[src/hdl/s20x_pkg.sv]
package s20x_pkg;

   localparam int WORDS = 16;
   localparam int WORD_W = 32;
   localparam int STEPS_PER_DROUND = 8;

   typedef logic [WORDS-1:0][WORD_W-1:0] block_type;

   typedef struct packed {
      logic out_vld;
      logic skid_vld;
   } obuf_stat_type;

   localparam logic [0:1][0:3][0:3][3:0] QR_IDX = '{
      // column round
      '{ '{4'd0, 4'd4, 4'd8, 4'd12},
         '{4'd5, 4'd9, 4'd13, 4'd1},
         '{4'd10, 4'd14, 4'd2, 4'd6},
         '{4'd15, 4'd3, 4'd7, 4'd11} },
      // row round
      '{ '{4'd0, 4'd1, 4'd2, 4'd3},
         '{4'd5, 4'd6, 4'd7, 4'd4},
         '{4'd10, 4'd11, 4'd8, 4'd9},
         '{4'd15, 4'd12, 4'd13, 4'd14} }
   };

   localparam logic [0:3][4:0] ROT_AMT = '{5'd7, 5'd9, 5'd13, 5'd18};

   function automatic logic [WORD_W-1:0] rotl(input logic [WORD_W-1:0] v,
                                               input logic [4:0] n);
      logic [2*WORD_W-1:0] dbl;
      dbl = {v, v} << n;
      return dbl[2*WORD_W-1:WORD_W];
   endfunction

endpackage

[src/hdl/s20x_if.sv]


interface s20x_rsp_if;
   logic        valid;
   logic        ready;
   logic [63:0] out_pair_0;
   logic [63:0] out_pair_1;
   logic [63:0] out_pair_2;
   logic [63:0] out_pair_3;
   logic [63:0] out_pair_4;
   logic [63:0] out_pair_5;
   logic [63:0] out_pair_6;
   logic [63:0] out_pair_7;

   modport source (output valid, out_pair_0, out_pair_1, out_pair_2, out_pair_3,
                   out_pair_4, out_pair_5, out_pair_6, out_pair_7, input ready);
   modport sink (input valid, out_pair_0, out_pair_1, out_pair_2, out_pair_3,
                 out_pair_4, out_pair_5, out_pair_6, out_pair_7, output ready);
endinterface

[src/hdl/s20x_obuf.sv]
module s20x_obuf (
   input  logic                    clock,
   input  logic                    reset,
   input  logic                    push_vld,
   input  s20x_pkg::block_type     push_data,
   output logic                    en,
   output s20x_pkg::obuf_stat_type stat,
   s20x_rsp_if.source              rsp_ch
);
   import s20x_pkg::*;

   logic      out_vld_ff;
   logic      out_vld_in;
   logic      skid_vld_ff;
   logic      skid_vld_in;
   block_type out_data_ff;
   block_type out_data_in;
   block_type skid_data_ff;
   block_type skid_data_in;
   logic      push;
   logic      pop;

   // pipeline runs unless the skid entry is holding a beat
   assign en   = !skid_vld_ff;
   assign push = en && push_vld;
   assign pop  = out_vld_ff && rsp_ch.ready;

   // output register plus one skid entry
   always_comb begin
      out_vld_in   = out_vld_ff;
      skid_vld_in  = skid_vld_ff;
      out_data_in  = out_data_ff;
      skid_data_in = skid_data_ff;
      if (skid_vld_ff) begin
         if (pop) begin
            out_data_in = skid_data_ff;
            skid_vld_in = 1'b0;
         end
      end else if (out_vld_ff) begin
         if (push && pop) begin
            out_data_in = push_data;
         end else if (pop) begin
            out_vld_in = 1'b0;
         end else if (push) begin
            skid_data_in = push_data;
            skid_vld_in  = 1'b1;
         end
      end else if (push) begin
         out_data_in = push_data;
         out_vld_in  = 1'b1;
      end
   end

   always_ff @(posedge clock) begin
      if (reset) begin
         out_vld_ff  <= 1'b0;
         skid_vld_ff <= 1'b0;
      end else begin
         out_vld_ff  <= out_vld_in;
         skid_vld_ff <= skid_vld_in;
      end
   end

   always_ff @(posedge clock) begin
      out_data_ff  <= out_data_in;
      skid_data_ff <= skid_data_in;
   end

   // result beat, low word of each pair first
   assign rsp_ch.valid      = out_vld_ff;
   assign rsp_ch.out_pair_0 = out_data_ff[1:0];
   assign rsp_ch.out_pair_1 = out_data_ff[3:2];
   assign rsp_ch.out_pair_2 = out_data_ff[5:4];
   assign rsp_ch.out_pair_3 = out_data_ff[7:6];
   assign rsp_ch.out_pair_4 = out_data_ff[9:8];
   assign rsp_ch.out_pair_5 = out_data_ff[11:10];
   assign rsp_ch.out_pair_6 = out_data_ff[13:12];
   assign rsp_ch.out_pair_7 = out_data_ff[15:14];

   assign stat.out_vld  = out_vld_ff;
   assign stat.skid_vld = skid_vld_ff;

endmodule

[src/flat_wrapper.sv]
// flat-port wrapper written by rule: the top's interface ports become plain ports
module s20x_obuf_flat import s20x_pkg::*;
  (clock, reset, push_vld, push_data, en, stat, rsp_ch_valid, rsp_ch_out_pair_0, rsp_ch_out_pair_1, rsp_ch_out_pair_2, rsp_ch_out_pair_3, rsp_ch_out_pair_4, rsp_ch_out_pair_5, rsp_ch_out_pair_6, rsp_ch_out_pair_7, rsp_ch_ready);
  s20x_rsp_if rsp_ch_i ();
  input  logic clock;
  input  logic reset;
  input  logic push_vld;
  input  s20x_pkg::block_type push_data;
  output logic en;
  output s20x_pkg::obuf_stat_type stat;
  output wire logic [$bits(rsp_ch_i.valid)-1:0] rsp_ch_valid;
  output wire logic [$bits(rsp_ch_i.out_pair_0)-1:0] rsp_ch_out_pair_0;
  output wire logic [$bits(rsp_ch_i.out_pair_1)-1:0] rsp_ch_out_pair_1;
  output wire logic [$bits(rsp_ch_i.out_pair_2)-1:0] rsp_ch_out_pair_2;
  output wire logic [$bits(rsp_ch_i.out_pair_3)-1:0] rsp_ch_out_pair_3;
  output wire logic [$bits(rsp_ch_i.out_pair_4)-1:0] rsp_ch_out_pair_4;
  output wire logic [$bits(rsp_ch_i.out_pair_5)-1:0] rsp_ch_out_pair_5;
  output wire logic [$bits(rsp_ch_i.out_pair_6)-1:0] rsp_ch_out_pair_6;
  output wire logic [$bits(rsp_ch_i.out_pair_7)-1:0] rsp_ch_out_pair_7;
  input wire logic [$bits(rsp_ch_i.ready)-1:0] rsp_ch_ready;
  assign rsp_ch_valid = rsp_ch_i.valid;
  assign rsp_ch_out_pair_0 = rsp_ch_i.out_pair_0;
  assign rsp_ch_out_pair_1 = rsp_ch_i.out_pair_1;
  assign rsp_ch_out_pair_2 = rsp_ch_i.out_pair_2;
  assign rsp_ch_out_pair_3 = rsp_ch_i.out_pair_3;
  assign rsp_ch_out_pair_4 = rsp_ch_i.out_pair_4;
  assign rsp_ch_out_pair_5 = rsp_ch_i.out_pair_5;
  assign rsp_ch_out_pair_6 = rsp_ch_i.out_pair_6;
  assign rsp_ch_out_pair_7 = rsp_ch_i.out_pair_7;
  assign rsp_ch_i.ready = rsp_ch_ready;
  s20x_obuf u_core (.clock(clock), .reset(reset), .push_vld(push_vld), .push_data(push_data), .en(en), .stat(stat), .rsp_ch(rsp_ch_i));
endmodule
[config.mk]
export PLATFORM = sky130hd
export DESIGN_NAME = s20x_obuf_flat
export DESIGN_NICKNAME = d
export VERILOG_FILES = /design/src/hdl/s20x_pkg.sv /design/src/hdl/s20x_if.sv /design/src/hdl/s20x_obuf.sv /design/src/flat_wrapper.sv
export SDC_FILE = /design/constraint.sdc
export NUM_CORES = 1
export LEC_CHECK = 0
export BUFFER_PORTS_ARGS = -buffer_cell sky130_fd_sc_hd__buf_4
export CAP_MARGIN = 20
export CELL_PAD_IN_SITES_DETAIL_PLACEMENT = 0
export CELL_PAD_IN_SITES_GLOBAL_PLACEMENT = 1
export CORE_AREA = 10 10 397 399
export DETAILED_ROUTE_END_ITERATION = 7
export DIE_AREA = 0 0 407 409
export GPL_ROUTABILITY_DRIVEN = 0
export PLACE_DENSITY = 0.55
export SETUP_SLACK_MARGIN = 0.02
export SLEW_MARGIN = 20
export SYNTH_ARGS = -nofsm -noshare
export SYNTH_HDL_FRONTEND = slang
export SYNTH_SLANG_ARGS = --single-unit
[constraint.sdc]
create_clock -name clock -period 73.2 [get_ports clock]
set_input_delay 3.66 -clock clock [delete_from_list [all_inputs] [get_ports clock]]
set_output_delay 3.66 -clock clock [all_outputs]
set_load 0.05 [all_outputs]
Word level (Yosys, flattened, before mapping)
Index checks and enable logic that the tools add are counted.
Widths: inputs -> output; s select.

storage, ports and cells
  bits of input ports = 516
  logic and storage cells = 59
  flip-flop bits (word level) = 1,026

cells by class
  bitwise gates (word level) = 3
  eq/ne operators = 2
  multiplexer cells = 13
  reductions and logical operators = 7

operators by type and width
  kind                number
  $mux 512            5
  $mux 1              8
  $reduce_and 5->1    1
  $logic_and 1x1->1   3
  $ne 3x3->1 const B  1
  $not 1->1           3
  $reduce_and 3->1    1
  $reduce_bool 3->1   1
  $ne 2x2->1 const B  1
  $logic_not 1->1     1

Logic depth before layout (Yosys ltp)
Gate-level depths: netlist of the first run.

  depth in word-level cells = 7
  depth in mapped cells = 5
  depth with buffers taken out = 2

Worst setup path after synthesis of the first run
OpenSTA, ideal clock, no wires.

  path type = input-to-reg
  start point = input port rsp_ch_ready
  end point = register u_core.skid_data_ff[0] (netlist name) (enable)
  arrival time = 31,275 ps
  setup time = 1,675 ps
  stages = 1
  path buffers = 0
  required time = 71,525 ps
  setup slack = 40,250 ps
  path through = nor4b_2

between the ends
  longest elaborated chain between the ends = 4
  elaborated cells between the ends (all ways) = 5

RTL lines
  item                                 line                text
  from (decl)                          flat_wrapper.sv:20  input wire logic [$bits(rsp_ch_i.ready)-1:0] rsp_ch_ready;
  $logic_and 1x1->1 *                  s20x_obuf.sv:26     assign pop = out_vld_ff && rsp_ch.ready;
  $logic_and 1x1->1                    s20x_obuf.sv:40     if (push && pop) begin
  $not 1->1 (no source line)           --
  $reduce_and 5->1 (no source line) *  --
  to (signal assigned)                 s20x_obuf.sv:66     skid_data_ff <= skid_data_in;
  to (decl)                            s20x_obuf.sv:18     block_type skid_data_ff;

Mark *: on every way between the ends. The rest lies on a longest branch, timed or not.
A chain may end at the register's enable or synchronous reset.

Worst setup path in the final report of the first run
  start point = input port rsp_ch_ready
  end point = register u_core.out_data_ff (netlist bit u_core.rsp_ch.out_pair_1[20]) (enable)

between the ends
  longest elaborated chain between the ends = 4
  elaborated cells between the ends (all ways) = 5

RTL lines
  item                                 line             text
  $logic_and 1x1->1 *                  s20x_obuf.sv:26
  $logic_and 1x1->1                    s20x_obuf.sv:40
  $ne 3x3->1 (no source line)          --
  $reduce_and 3->1 (no source line) *  --
  to (signal assigned)                 s20x_obuf.sv:65  out_data_ff <= out_data_in;
  to (decl)                            s20x_obuf.sv:16  block_type out_data_ff;

Marked as above.

==> results of run 1 <==
[flip-flops by register name, indices dropped and copies added, names as in the netlist]
name	cells
u_core.skid_vld_ff	1
u_core.rsp_ch.out_pair_0	64
u_core.rsp_ch.out_pair_1	64
u_core.rsp_ch.out_pair_4	64
u_core.rsp_ch.out_pair_2	64
u_core.rsp_ch.out_pair_3	64
u_core.rsp_ch.out_pair_6	64
u_core.rsp_ch.out_pair_5	64
u_core.rsp_ch.valid	1
u_core.skid_data_ff	512
u_core.rsp_ch.out_pair_7	64
[synthesized netlist by cell type]
cell type  number  share of area [%]
dfxtp_1         2               0.11
nor3_1          1              0.013
buf_4           2              0.040
buf_6          58                1.8
and2_1          1              0.017
o32ai_1         1              0.023
nor2b_1         1              0.017
inv_1           2              0.020
a21oi_1         1              0.013
nor2_1          1              0.010
edfxtp_1     1024                 82
o22a_1          1              0.023
nor4b_2         1              0.040
nand2b_1        1              0.017
mux2_2        512                 15
[power breakdown]
group,switching (mW),internal [mW]
clock,0.236,0.293
combinational,0.159,0.0740
sequential,0.0132,0.695
[per-layer routing]
metal / vias to the layer above / track usage [%] / share of wire [%]
met5: - / 0 / 0.12
met4: 24 / 3.78 / 2.3
met3: 150 / 6.29 / 11
met2: 722 / 22.1 / 49
met1: 9783 / 15.5 / 38
li1: 8711 / - / -
[cell type report]
cell class              instances  area, um^2
flip-flops and latches       1026       30800
fillers                     14400       98800
multi-input cells             521        5850
repair buffers               1059        7970
inverters                       2        7.51
clock inverters                66         542
well taps                    2016        2520
diodes                          9        22.5
clock buffers                 136        2890
[cell usage in the layout (no fill, tap or decap), types with 2 or more instances in the layout]
master,netlist,layout
buf_4,2,1058
edfxtp_1,1024,1024
mux2_2,512,512
clkbuf_16,0,112
clkinv_1,0,28
clkbuf_1,0,24
clkinv_2,0,22
diode_2,0,9
clkinv_16,0,5
bufinv_16,0,3
inv_1,2,2
inv_6,0,2
clkinvlp_4,0,2
clkinv_4,0,2
[cell families (layout without fill, tap and decap cells)]
group           after synthesis  after routing  synth area share [%]
flops                      1026           1026                  82.6
mux                         512            512                  15.5
buf+inv                      62           1263                  1.81
simple gates                  6              6                 0.114
compound gates                3              3                0.0604
other cells                   0              9                     0
[worst max-delay path, cell delays in order]
cell    delay [ns]
buf_4         0.14
and2_1        0.18
o22a_4        0.68
buf_4         0.78
buf_4         0.65
buf_4         0.46
buf_16        0.32
buf_4         0.86
[per-stage QoR]
stage          setup slack (ns)  cell area, um^2
3_5_place_dp              64.42            47100
5_1_grt                   65.21            50600
3_3_place_gp              64.47            47100
2_1_floorplan             40.25            37300
4_1_cts                   65.22            50500
6_report                  65.50            50600
[worst min path at each step]
stage,endpoint,cells past startpoint,startpoint,slack (ns)
2_1_floorplan,u_core.rsp_ch.out_pair_0[0]$_DFFE_PP_,1,u_core.skid_data_ff[0]$_DFFE_PP_,0.52
3_3_place_gp,u_core.rsp_ch.out_pair_1[2]$_DFFE_PP_,1,u_core.skid_data_ff[66]$_DFFE_PP_,0.53
3_5_place_dp,u_core.rsp_ch.out_pair_1[39]$_DFFE_PP_,1,u_core.skid_data_ff[103]$_DFFE_PP_,0.53
4_1_cts,u_core.rsp_ch.out_pair_0[43]$_DFFE_PP_,1,u_core.skid_data_ff[43]$_DFFE_PP_,0.51
5_1_grt,u_core.rsp_ch.out_pair_1[33]$_DFFE_PP_,1,u_core.skid_data_ff[97]$_DFFE_PP_,0.53
6_report,u_core.rsp_ch.out_pair_0[43]$_DFFE_PP_,1,u_core.skid_data_ff[43]$_DFFE_PP_,0.52
==> results.txt, run 1 <==
----------------------------------------------------
[Outcome]
  Outcome ... completed

[Worst setup path]
  Required time of the critical path ... 73.50 ns
  Startpoint of the worst register-to-register path ... u_core.skid_vld_ff$_SDFF_PP0_
  Kind of start point of the critical path ... input pin
  Worst reg2reg setup slack ... 67.46 ns
  Maximum fanout encountered on the critical timing path ... 74
  Data arrival at the endpoint of the critical path ... 8.00 ns
  Worst Path Class, Setup ... input pin to register
  Worst setup path endpoint ... u_core.rsp_ch.out_pair_1[20]$_DFFE_PP_
  Worst flop-to-flop path endpoint ... u_core.rsp_ch.out_pair_1[20]$_DFFE_PP_
  Register-to-Register Path Depth ... 8
  Worst Setup End Kind ... register
  Launching element of the worst setup path ... rsp_ch_ready

[Timing]
  Smallest hold slack ... 0.519 ns
  RSZ-0062 raised after global routing ... false
  Final total negative setup slack ... 0 ns
  Worst clock skew ... 0.0580 ns
  Final period demand of the worst path ... 7.70 ns
  Transition time at the pin with the least slew margin ... 1.04 ns
  Count of endpoints failing setup in the final report ... 0
  Final count of pins violating max slew ... 0
  Hold Fails Final Rpt ... 0
  Final cycle utilization of the critical path ... 10.5%
  Worst max-slew margin expressed relative to the limit ... 31.0%
  Max Clk Rate ... 130 MHz

[Global routing]
  Via count of the first global-routing pass ... 20300
  Largest net degree at the start of global routing ... 77
  Initial antenna violation count ... 21
  Global-route wire length before repair ... 160000 um
  Overall Global Routing Usage ... 13.4%
  Remaining Overflow, GRT ... 0

[Logic synthesis]
  Post-synthesis sequential area ratio ... 82.6%
  Mean cell area of the mapped netlist ... 23.2 um^2
  Cell area after synthesis ... 37300 um^2
  Post-synth net total ... 2125
  Number of cells produced by synthesis ... 1609
  Number of register bits inferred by synthesis ... 1026
  Number of warning messages in the yosys log ... 0
  Number of distinct standard cells referenced by the synthesized netlist ... 15

[Route]
  Number of iterations in the first detailed-routing pass ... 5
  Total routed wirelength ... 118000 um
  Drt initial violations ... 970
  Mean number of vias per cell ... 4.01
  Post-route ant nets ... 0
  Routed wire per std cell ... 24.4 um
  Count of unresolved DRC violations after routing ... 0
  DR vias ... 19400

[Clock network]
  Post-CTS setup buffer count ... 0
  Hold buffers post-CTS ... 0
  TritonCTS clock tree ... yes
  Cell at the root of the clock tree ... clkbuf_16
  Post-cts sizing count ... 0
  CTS HTree Levels ... 3
  Maximum buffer depth of the clock tree ... 3
  Insertion delay of the later-clocked pin in the worst-skew pair ... 0.72 ns
  Number of clock sinks ... 1026
  Clock buffer count from CTS ... 112
  CTS clock-pin slew for the worst setup and hold paths ... 0.06 ns

[Cells and area]
  Fraction of final layout cells with drive strength greater than 1 ... 61.4%
  Util after Layout ... 33.9%
  Total number of nets in the final design ... 3238
  Syn-to-layout area delta ... 35.7%
  Filler-free cell count of the finished design ... 4835

[Placement]
  Number of placed instances with taps included ... 4623
  DP Wirelength ... 88200 um
  Port Buffer Count ... 1031

[Power]
  Total design power ... 1.47 mW
  Power per unit of standard cell area ... 29.1 nW/um^2
  Leakage power figure ... 18.2 nW
  Maximum ir drop on the vdd rail ... 20.7 uV

[Die]
  Die Y-Extent ... 409 um
  Starting density of the core ... 25.0%
  Area of the die ... 166000 um^2
  Standard-cell row count ... 142
  Width of the chip ... 407 um
  Number of top-level pins ... 1032
  Core region area ... 149000 um^2

[Job]
  Number of maximum-capacitance violations ... 0

[Min path]
  Classification of the worst-slack hold path ... register to register

----------------------------------------------------
No activity file was read; power rests on OpenSTA's default activity.
==> run 2, diff against run 1 <==
- ABC_AREA: unset -> 1
- CORE_AREA: 10 10 397 399 -> 10 10 389 391
- DIE_AREA: 0 0 407 409 -> 0 0 399 401
- PLACE_DENSITY: 0.55 -> 0.59
- clock period: 73.2 -> 7.75 ns (I/O delays scaled with it)
==> run 2 against run 1 <==
Net effect: register-to-register slack got worse by 64 ns; flip-flop and latch count unchanged; global-route usage grew 2.2 points; area after synthesis is 0.23% lower; non-clock buffer count rose by 511; critical path depth decreased by 3; utilization is 5.1 points higher; power grew to 9.4 times the previous value; critical path type is now register to register.
==> results.txt, run 2 <==
----------------------------------------------------
[Timing]
  Transition time at the pin with the least slew margin ... 1.16 ns (was 1.04 ns)
  Smallest hold slack ... 0.327 ns (was 0.519 ns)
  Final cycle utilization of the critical path ... 49.7%
  Hold Fails Final Rpt ... 0 (unchanged)
  Final period demand of the worst path ... 3.85 ns
  Final count of pins violating max slew ... 0 (unchanged)
  Worst max-slew margin expressed relative to the limit ... 23.0% (was 31.0%)
  Count of endpoints failing setup in the final report ... 0 (unchanged)
  RSZ-0062 raised after global routing ... false (unchanged)
  Worst clock skew ... 0.0330 ns (was 0.0580 ns)
  Max Clk Rate ... 260 MHz

[Die]
  Number of top-level pins ... 1032 (unchanged)
  Core region area ... 143000 um^2 (was 149000 um^2)
  Standard-cell row count ... 139 (was 142)
  Starting density of the core ... 26.0% (was 25.0%)
  Width of the chip ... 399 um (was 407 um)
  Area of the die ... 160000 um^2 (was 166000 um^2)
  Die Y-Extent ... 401 um (was 409 um)

[Logic synthesis]
  Post-synth net total ... 3212 (was 2125)
  Count leader, synth ... nand2_1 (was edfxtp_1)
  Library cell with the largest summed area after synthesis ... edfxtp_1 (unchanged)
  Number of distinct standard cells referenced by the synthesized netlist ... 12 (was 15)
  Leading register cell type out of synthesis ... edfxtp_1 (unchanged)
  Async set-reset flop share out of synthesis ... 0% (unchanged)
  EDFF count, synth ... 1024 (unchanged)
  Number of warning messages in the yosys log ... 0 (unchanged)
  Cell area after synthesis ... 37200 um^2 (was 37300 um^2)
  Proportion of netlist area held by the largest area contributor ... 82.6% (was 82.4%)
  Top post-synthesis cells by area ... edfxtp_1 83%, nand2_1 16%, buf_2 1.3% (was edfxtp_1 82%, mux2_2 15%, buf_6 1.8%)
  Number of cells produced by synthesis ... 2696 (was 1609)
  Post-synthesis sequential area ratio ... 82.7% (was 82.6%)
  Ranking of synthesized cells by instance count ... 1543 x nand2_1, 1024 x edfxtp_1, 100 x buf_2 (was 1024 x edfxtp_1, 512 x mux2_2, 58 x buf_6)
  Mean cell area of the mapped netlist ... 13.8 um^2 (was 23.2 um^2)
  Number of register bits inferred by synthesis ... 1026 (unchanged)

[Placement]
  Port Buffer Count ... 1031 (unchanged)
  DP Wirelength ... 90700 um (was 88200 um)
  Number of placed instances with taps included ... 5537 (was 4623)

[Global routing]
  Via count of the first global-routing pass ... 26700 (was 20300)
  Remaining Overflow, GRT ... 0 (unchanged)
  Initial antenna violation count ... 27 (was 21)
  GRT met2 Usage ... 25.4% (was 22.1%)
  Global routing usage on met1 ... 18.6% (was 15.5%)
  Most Used Layer, Global Route ... met2 (unchanged)
  Overall Global Routing Usage ... 15.6% (was 13.4%)
  GR Util met3 ... 5.55% (was 6.29%)
  Largest net degree at the start of global routing ... 179 (was 77)
  Global-route wire length before repair ... 186000 um (was 160000 um)

[Cells and area]
  Syn-to-layout area delta ... 50.0% (was 35.7%)
  Most used cells in the layout excluding fill and tap cells ... 1542 x nand2_1, 1045 x buf_4, 1024 x edfxtp_1 (was 1058 x buf_4, 1024 x edfxtp_1, 512 x mux2_2)
  Filler-free cell count of the finished design ... 6282 (was 4835)
  Total number of nets in the final design ... 4784 (was 3238)
  Multi-input logic area ... 5830 um^2 (was 5850 um^2)
  Fraction of final layout cells with drive strength greater than 1 ... 27.6% (was 61.4%)
  Most flops, register ... u_core.skid_data_ff (unchanged)
  Flip-flop count of the largest register, all copies and words added ... 512 (unchanged)
  Number of fill cells in the layout ... 13700 (was 14400)
  Footprint of the flip-flops and latches ... 30800 um^2 (about the same)
  Util after Layout ... 39.0% (was 33.9%)
  Most common library cell in the layout ignoring fill and taps ... nand2_1 (was buf_4)

[Power]
  Total design power ... 13.9 mW (was 1.47 mW)
  Power per unit of standard cell area ... 249 nW/um^2 (was 29.1 nW/um^2)
  Leakage power figure ... 23.0 nW (was 18.2 nW)
  Maximum ir drop on the vdd rail ... 192 uV (was 20.7 uV)

[Worst setup path]
  Data arrival at the endpoint of the critical path ... 4.19 ns (was 8.00 ns)
  Worst Path Class, Setup ... register to register (was input pin to register)
  Kind of start point of the critical path ... register (was input pin)
  Maximum fanout encountered on the critical timing path ... 128 (was 74)
  Required time of the critical path ... 8.09 ns (was 73.50 ns)
  Worst Setup End Kind ... register (unchanged)

[Clock network]
  Cell at the root of the clock tree ... clkbuf_16 (unchanged)
  CTS clock-pin slew for the worst setup and hold paths ... 0.06 ns (about the same)
  Maximum buffer depth of the clock tree ... 3 (unchanged)
  CTS HTree Levels ... 3 (unchanged)
  Clock buffer count from CTS ... 115 (was 112)
  Insertion delay of the later-clocked pin in the worst-skew pair ... 0.72 ns (about the same)
  Hold buffers post-CTS ... 516 (was 0)
  Number of clock sinks ... 1026 (unchanged)
  Post-CTS setup buffer count ... 0 (unchanged)
  TritonCTS clock tree ... yes (unchanged)
  Post-cts sizing count ... 0 (unchanged)

[Route]
  Routed wire per std cell ... 20.9 um (was 24.4 um)
  Post-route ant nets ... 0 (unchanged)
  Mean number of vias per cell ... 4.10 (was 4.01)
  Number of iterations in the first detailed-routing pass ... 5 (unchanged)
  DR vias ... 25800 (was 19400)
  Total routed wirelength ... 131000 um (was 118000 um)
  Drt initial violations ... 1547 (was 970)
  Count of unresolved DRC violations after routing ... 0 (unchanged)

[Outcome]
  Outcome ... completed (unchanged)

[Job]
  Number of maximum-capacitance violations ... 0 (unchanged)

[Min path]
  Classification of the worst-slack hold path ... input pin to register (was register to register)

----------------------------------------------------
-- run 2: logic make-up (layout without fill, tap and decap cells) --
logic type,after synthesis,after routing,synth area share (%)
buffers and inverters,122,1781,1.63
AND/OR/NAND/NOR,1546,1546,15.6
other,0,24,0
flip-flops,1026,1026,82.7
AO/OA/AOI/OAI,2,2,0.0269
-- run 2: cell type report --
class / instances / area share, %
inverters: 7 / 0.0673
clock buffers: 155 / 5.46
flip-flops and latches: 1026 / 55.2
well taps: 1903 / 4.27
repair buffers: 1570 / 23.6
diodes: 24 / 0.108
clock inverters: 49 / 0.820
multi-input cells: 1548 / 10.5
-- run 2: critical path, cell delays in order (launching register included) --
cell	delay (ns)
dfxtp_4	0.63
inv_8	0.73
nand2_1	0.24
a21oi_4	0.65
buf_12	0.31
buf_4	0.76
-- run 2: metal layers --
metal	share of wire, %	vias up	wire, um
li1	-	12300	-
met2	47	894	62200
met1	40	12300	52400
met3	8.5	219	11200
met4	4.2	16	5490
met5	0.078	-	103
-- run 2: where the power goes --
part	switching (mW)	total, mW	internal, mW
registers	0.109	6.60	6.49
clock network	2.24	5.16	2.92
logic	1.43	2.13	0.701
-- run 2: per-stage QoR --
step / instance area (um^2) / setup slack (ns) / TNS [ns]
5_1_grt: 55800 / 3.59 / 0
2_1_floorplan: 37200 / -1.83 / -1429.28
3_3_place_gp: 47100 / 3.73 / 0
4_1_cts: 55700 / 3.73 / 0
6_report: 55800 / 3.90 / 0
3_5_place_dp: 47100 / 3.72 / 0
-- run 2: final timing paths --
path / slack, ns / from / cells past startpoint / endpoint
min reg2reg: 0.49 / u_core.skid_data_ff[210]$_DFFE_PP_ / 2 / u_core.rsp_ch.out_pair_3[18]$_DFFE_PP_
max reg2reg: 3.90 / u_core.skid_vld_ff$_SDFF_PP0_ / 5 / u_core.rsp_ch.out_pair_3[60]$_DFFE_PP_
max: 3.90 / u_core.skid_vld_ff$_SDFF_PP0_ / 5 / u_core.rsp_ch.out_pair_3[60]$_DFFE_PP_
min: 0.33 / push_vld / 3 / u_core.rsp_ch.out_pair_7[37]$_DFFE_PP_
